### src/hdl/fps_pkg.sv
`default_nettype none
// -----------------------------------------------------------------------------
// fps_pkg
// Shared types and codes for the binary indexed tree prefix-sum block.
// -----------------------------------------------------------------------------
package fps_pkg;

  localparam int unsigned PosW   = 11;
  localparam int unsigned DeltaW = 32;
  localparam int unsigned SumW   = 64;

  localparam logic MODE_UPDATE = 1'b0;
  localparam logic MODE_QUERY  = 1'b1;

  typedef struct packed {
    logic                     mode;
    logic [PosW-1:0]          position;
    logic signed [DeltaW-1:0] delta;
  } in_t;

  typedef struct packed {
    logic signed [SumW-1:0] prefix_sum;
    logic                   error;
  } out_t;

  // controller -> datapath
  typedef struct packed {
    logic load;      // capture a new item
    logic clr;       // write zero at the clear pointer
    logic step;      // read the current node, advance the index
    logic out_load;  // move the finished result into the output register
  } cmd_t;

  // datapath -> controller
  typedef struct packed {
    logic in_range;  // index points at a node inside the tree
    logic rd_vld;    // read data of the previous step is being consumed
    logic clr_last;  // clear pointer on the last entry
  } sts_t;

endpackage : fps_pkg
`default_nettype wire

### src/hdl/fps_ctrl.sv
`default_nettype none
// -----------------------------------------------------------------------------
// fps_ctrl
// Sequencer: clearing pass, item accept, tree walk and result hand-off.
// -----------------------------------------------------------------------------
module fps_ctrl
  import fps_pkg::*;
(
  input  wire  clk_i,
  input  wire  rst_ni,
  input  wire  in_valid_i,
  output logic in_ready_o,
  output logic out_valid_o,
  input  wire  out_ready_i,
  input  sts_t sts_i,
  output cmd_t cmd_o
);

  typedef enum logic [1:0] {
    ST_CLEAR,
    ST_IDLE,
    ST_WALK
  } state_e;

  state_e state_q, state_d;
  logic   out_valid_q, out_valid_d;

  always_comb begin
    state_d     = state_q;
    out_valid_d = out_valid_q && !out_ready_i;
    cmd_o       = '0;
    unique case (state_q)
      ST_CLEAR: begin
        cmd_o.clr = 1'b1;
        if (sts_i.clr_last) begin
          state_d = ST_IDLE;
        end
      end
      ST_IDLE: begin
        if (in_valid_i) begin
          cmd_o.load = 1'b1;
          state_d    = ST_WALK;
        end
      end
      ST_WALK: begin
        if (sts_i.in_range) begin
          cmd_o.step = 1'b1;
        end else if (!sts_i.rd_vld && (!out_valid_q || out_ready_i)) begin
          cmd_o.out_load = 1'b1;
          out_valid_d    = 1'b1;
          state_d        = ST_IDLE;
        end
      end
      default: begin
        state_d = ST_IDLE;
      end
    endcase
  end

  always_ff @(posedge clk_i or negedge rst_ni) begin
    if (!rst_ni) begin
      state_q     <= ST_CLEAR;
      out_valid_q <= 1'b0;
    end else begin
      state_q     <= state_d;
      out_valid_q <= out_valid_d;
    end
  end

  assign in_ready_o  = state_q == ST_IDLE;
  assign out_valid_o = out_valid_q;

endmodule : fps_ctrl
`default_nettype wire

### config.mk
export PLATFORM = sky130hd
export DESIGN_NAME = fps_ctrl
export DESIGN_NICKNAME = d
export VERILOG_FILES = /design/src/hdl/fps_pkg.sv /design/src/hdl/fps_ctrl.sv
export SDC_FILE = /design/constraint.sdc
export NUM_CORES = 1
export LEC_CHECK = 0
export ABC_AREA = 1
export BUFFER_PORTS_ARGS = -buffer_cell sky130_fd_sc_hd__buf_4
export CAP_MARGIN = 0
export CORE_AREA = 2 2 39 41
export DETAILED_ROUTE_END_ITERATION = 10
export DIE_AREA = 0 0 41 43
export GPL_TIMING_DRIVEN = 0
export MAX_ROUTING_LAYER = met4
export PLACE_DENSITY_LB_ADDON = 0.08
export SETUP_SLACK_MARGIN = 0.3
export SYNTH_ARGS = -nofsm -noshare
export SYNTH_HDL_FRONTEND = slang
export SYNTH_SLANG_ARGS = --single-unit
### constraint.sdc
create_clock -name clk_i -period 1.1 [get_ports clk_i]
set_clock_uncertainty 0.2 [all_clocks]
set_input_delay 0.11 -clock clk_i [delete_from_list [all_inputs] [get_ports clk_i]]
set_output_delay 0.11 -clock clk_i [all_outputs]
set_load 0.05 [all_outputs]
# Word-level counts from Yosys, hierarchy flattened
# Index checks and enable logic that the tools add are counted.
# word_totals
input_bits	7
ff_bits	3
elab_cells	31
out_inout_bits	6
# classes
reduce_logical	8
n_eq_ne	6
mux	15
# ops
cell	n
$mux 2	5
$mux 1	9
$ne 2x2->1 const B	4
$pmux 2 s3	1
$reduce_and 4->1	1
$logic_not 1->1	3
$eq 2x1->1 const B	1
$eq 2x2->1 const B	1
$logic_and 1x1->1	2
$logic_not 2->1	1
$logic_or 1x1->1	1

# Longest topological paths before layout
# depth
depth_word	6
ltp_mapped	6
depth_no_buf	6

# Least setup slack after synthesis
# Ideal clock, no wire load.
# synth_path
kind	register -> output
from	register out_valid_q, in the netlist out_valid_o
to	output cmd_o[0] (netlist name)
setup_slack_ps	-627
stages_incl_launch_ff	4
t_arrival_ps	1417
t_required_ps	790
path_buffers	0
cell_sequence	dfrtp_1 -> nand2_1 -> nand2_1 -> nor2_1
# synth_lines
element	line_no	source
start, declared	fps_ctrl.sv:26	logic out_valid_q, out_valid_d;
start signal, assigned	fps_ctrl.sv:66	out_valid_q <= out_valid_d;
end, declared	fps_ctrl.sv:16	output cmd_t cmd_o

==> impl_metrics.json <==
{
  "hp-class": "in2reg",
  "numCtsBuffers": 3,
  "power_uw": 1250,
  "worstSkewPairLatency_ns": 0.23,
  "clock-sinks": 3,
  "grt_pass1_vias": 216,
  "track_usage": 0.0711,
  "yosys_register_bits": 3,
  "synth_top_cell_area_share": 0.403,
  "crit_chain": "inv_2 -> nor2_4 -> inv_2 -> nor2_4 -> buf_8",
  "setup_viol": 8,
  "fin_crit_sh": 1.24,
  "drive_gt1_frac": 0.680,
  "end_kind": "output port",
  "num_rows": 14,
  "synth_cells": 29,
  "slew_headroom": 0.888,
  "drv_cap": 0,
  "startpoint": "state_q[1]",
  "p_leak_uw": 0.000234,
  "netlist_area_um2": 186,
  "synth_nets": 36,
  "violations": "negative hold slack, negative setup slack",
  "critical_path_class": "reg2out",
  "postRouteAntennaNets": 0,
  "synth_simple_gate_area_frac": 0.409,
  "final_common_cell": "buf_4",
  "fin_crit_ns": 1.37,
  "vias_per_cell": 3.67,
  "diodes": 0,
  "r2r_slack_ns": -0.12,
  "tightestPinTransition_ns": 0.168,
  "cts-root-buf": "clkbuf_4",
  "core-area_um2": 1380,
  "timing.hold.ws_ns": -0.0592,
  "postLayoutCellArea_um2": 447,
  "gp_congestion": 0.663,
  "slowest_stage": "dfrtp_1",
  "crit_required_ns": 0.79,
  "synth_compound_area_frac": 0.0268,
  "drt-total-wl_um": 455,
  "num_vias": 242,
  "htree_levels": 1,
  "drt_first_pass_iters": 1,
  "yosysTopAreaCell": "dfrtp_1",
  "yosysSeqAreaShare": 0.403,
  "final_max_slew_viol_count": 0,
  "synth-xor-area-share": 0,
  "synth.area.top_cells": "dfrtp_1 40%, nand2_1 18%, inv_1 16%",
  "synth_top_family_by_area": "simple AND/OR/NAND/NOR gates",
  "clkTransAtPathRegs_ns": 0.04,
  "io_buffers": 12,
  "grt_pass1_wl_um": 779,
  "place_worst_setup_slack_ns": -0.213,
  "power-per-cell-area_nw_per_um2": 2800,
  "setup_ws_ns": -0.268,
  "die_y_um": 43,
  "hold_start": "sts_i[1]",
  "cp.arrival_ns": 1.06,
  "clock_path_buffers": 2,
  "drt_iter0_markers": 0,
  "place_area_um2": 330,
  "grt_overflow": 0,
  "fmax_mhz": 731,
  "cts_tree": "built",
  "final_nets": 58,
  "avgSynthCellArea_um2": 6.43,
  "cp-start-kind": "flip-flop",
  "fill_cells": 155,
  "die_x_um": 41,
  "area_growth_syn_to_layout_pct": 140,
  "muxShareOfSynthArea": 0,
  "synth_fa_ha_area_frac": 0,
  "grt_max_degree": 5,
  "post-place-cells": 57,
  "dp_hpwl_um": 367,
  "status": "finished with violations",
  "wl_per_cell_um": 6.89,
  "die_area_um2": 1760,
  "rsz0062_at_grt": "yes",
  "final_cells": 66,
  "cts_hold_buf": 1,
  "vdd_drop_max_mv": 1.14,
  "timing.rr.start": "state_q[0]",
  "ys_warn_count": 0,
  "mostFrequentLayoutCells": "9 x buf_4, 6 x inv_1, 6 x buf_6",
  "drt_drc_violations_left": 0,
  "yosysUniqueCellTypes": 8,
  "finalHoldViolations": 1,
  "ioPinCount": 13,
  "slowest_delay_ns": 0.35,
  "crit_fanout": 3,
  "antenna_found_initial": 0,
  "initial_core_util": 0.135
}
final cells by class:
type,count,area [um^2],share of cell area
Clock buffer,4,26.3,0.0588
Inverter,8,30.0,0.0672
Multi-Input combinational cell,18,133,0.297
Sequential cell,3,77.6,0.174
Tap cell,16,20.0,0.0448
Timing Repair Buffer,17,160,0.359
metal layers:
metal | vias up | routed length (um) | GRT usage
met1 | 105 | 166 | 0.0680
met2 | 11 | 241 | 0.103
met4 | 0 | 0 | 0.0400
met5 | - | 0 | -
li1 | 126 | - | -
met3 | 0 | 47 | 0.0471
flip-flops by register name (all words and copies together) (netlist names):
register / count
state_q: 2
out_valid_o: 1
worst paths after layout:
path / endpoint / depth (start not counted)
worst max-delay path: cmd_o[0] / 5
worst min-delay path: out_valid_o / 4
worst max register to register: state_q[0] / 7
worst min register to register: out_valid_o / 2
max in group asynchronous: state_q[0] / 2
min in group asynchronous: out_valid_o / 2
cells by family after synthesis:
family | after synthesis
AND/OR/NAND/NOR | 17
buffers and inverters | 8
AO/OA/AOI/OAI | 1
flip-flops | 3
per-stage QoR:
step,setup TNS (ns),util
4_1_cts,-1.59,0.312
3_3_place_gp,-0.791,0.239
3_5_place_dp,-0.835,0.239
6_report,-1.59,0.323
2_1_floorplan,-0.838,-
5_1_grt,-2.17,0.323
cells in the mapped netlist (all sizes together):
| cell | number |
|---|---|
| nand3 | 2 |
| inv | 8 |
| o21ai | 1 |
| nand2 | 9 |
| nor2 | 6 |
| dfrtp | 3 |
worst max-delay path: cells and delay by family (launching register included):
family                 cells  cell delay [ns]
flip-flops                 1             0.35
buffers and inverters      3             0.29
AND/OR/NAND/NOR            2             0.20
where the power goes:
group | leakage (uW) | internal (uW) | switching, uW
Clock | 0.0000150 | 136 | 54.4
Combinational | 0.000183 | 340 | 515
Sequential | 0.0000356 | 159 | 45.8
Total | 0.000234 | 634 | 615
timing repair:
item	in CTS	in global routing
hold endpoints to repair	4	1
resized for setup	14	2
setup endpoints to repair	9	9
pin swaps	2	1
buffers inserted	3	1
(Power assumes the default switching activity.)
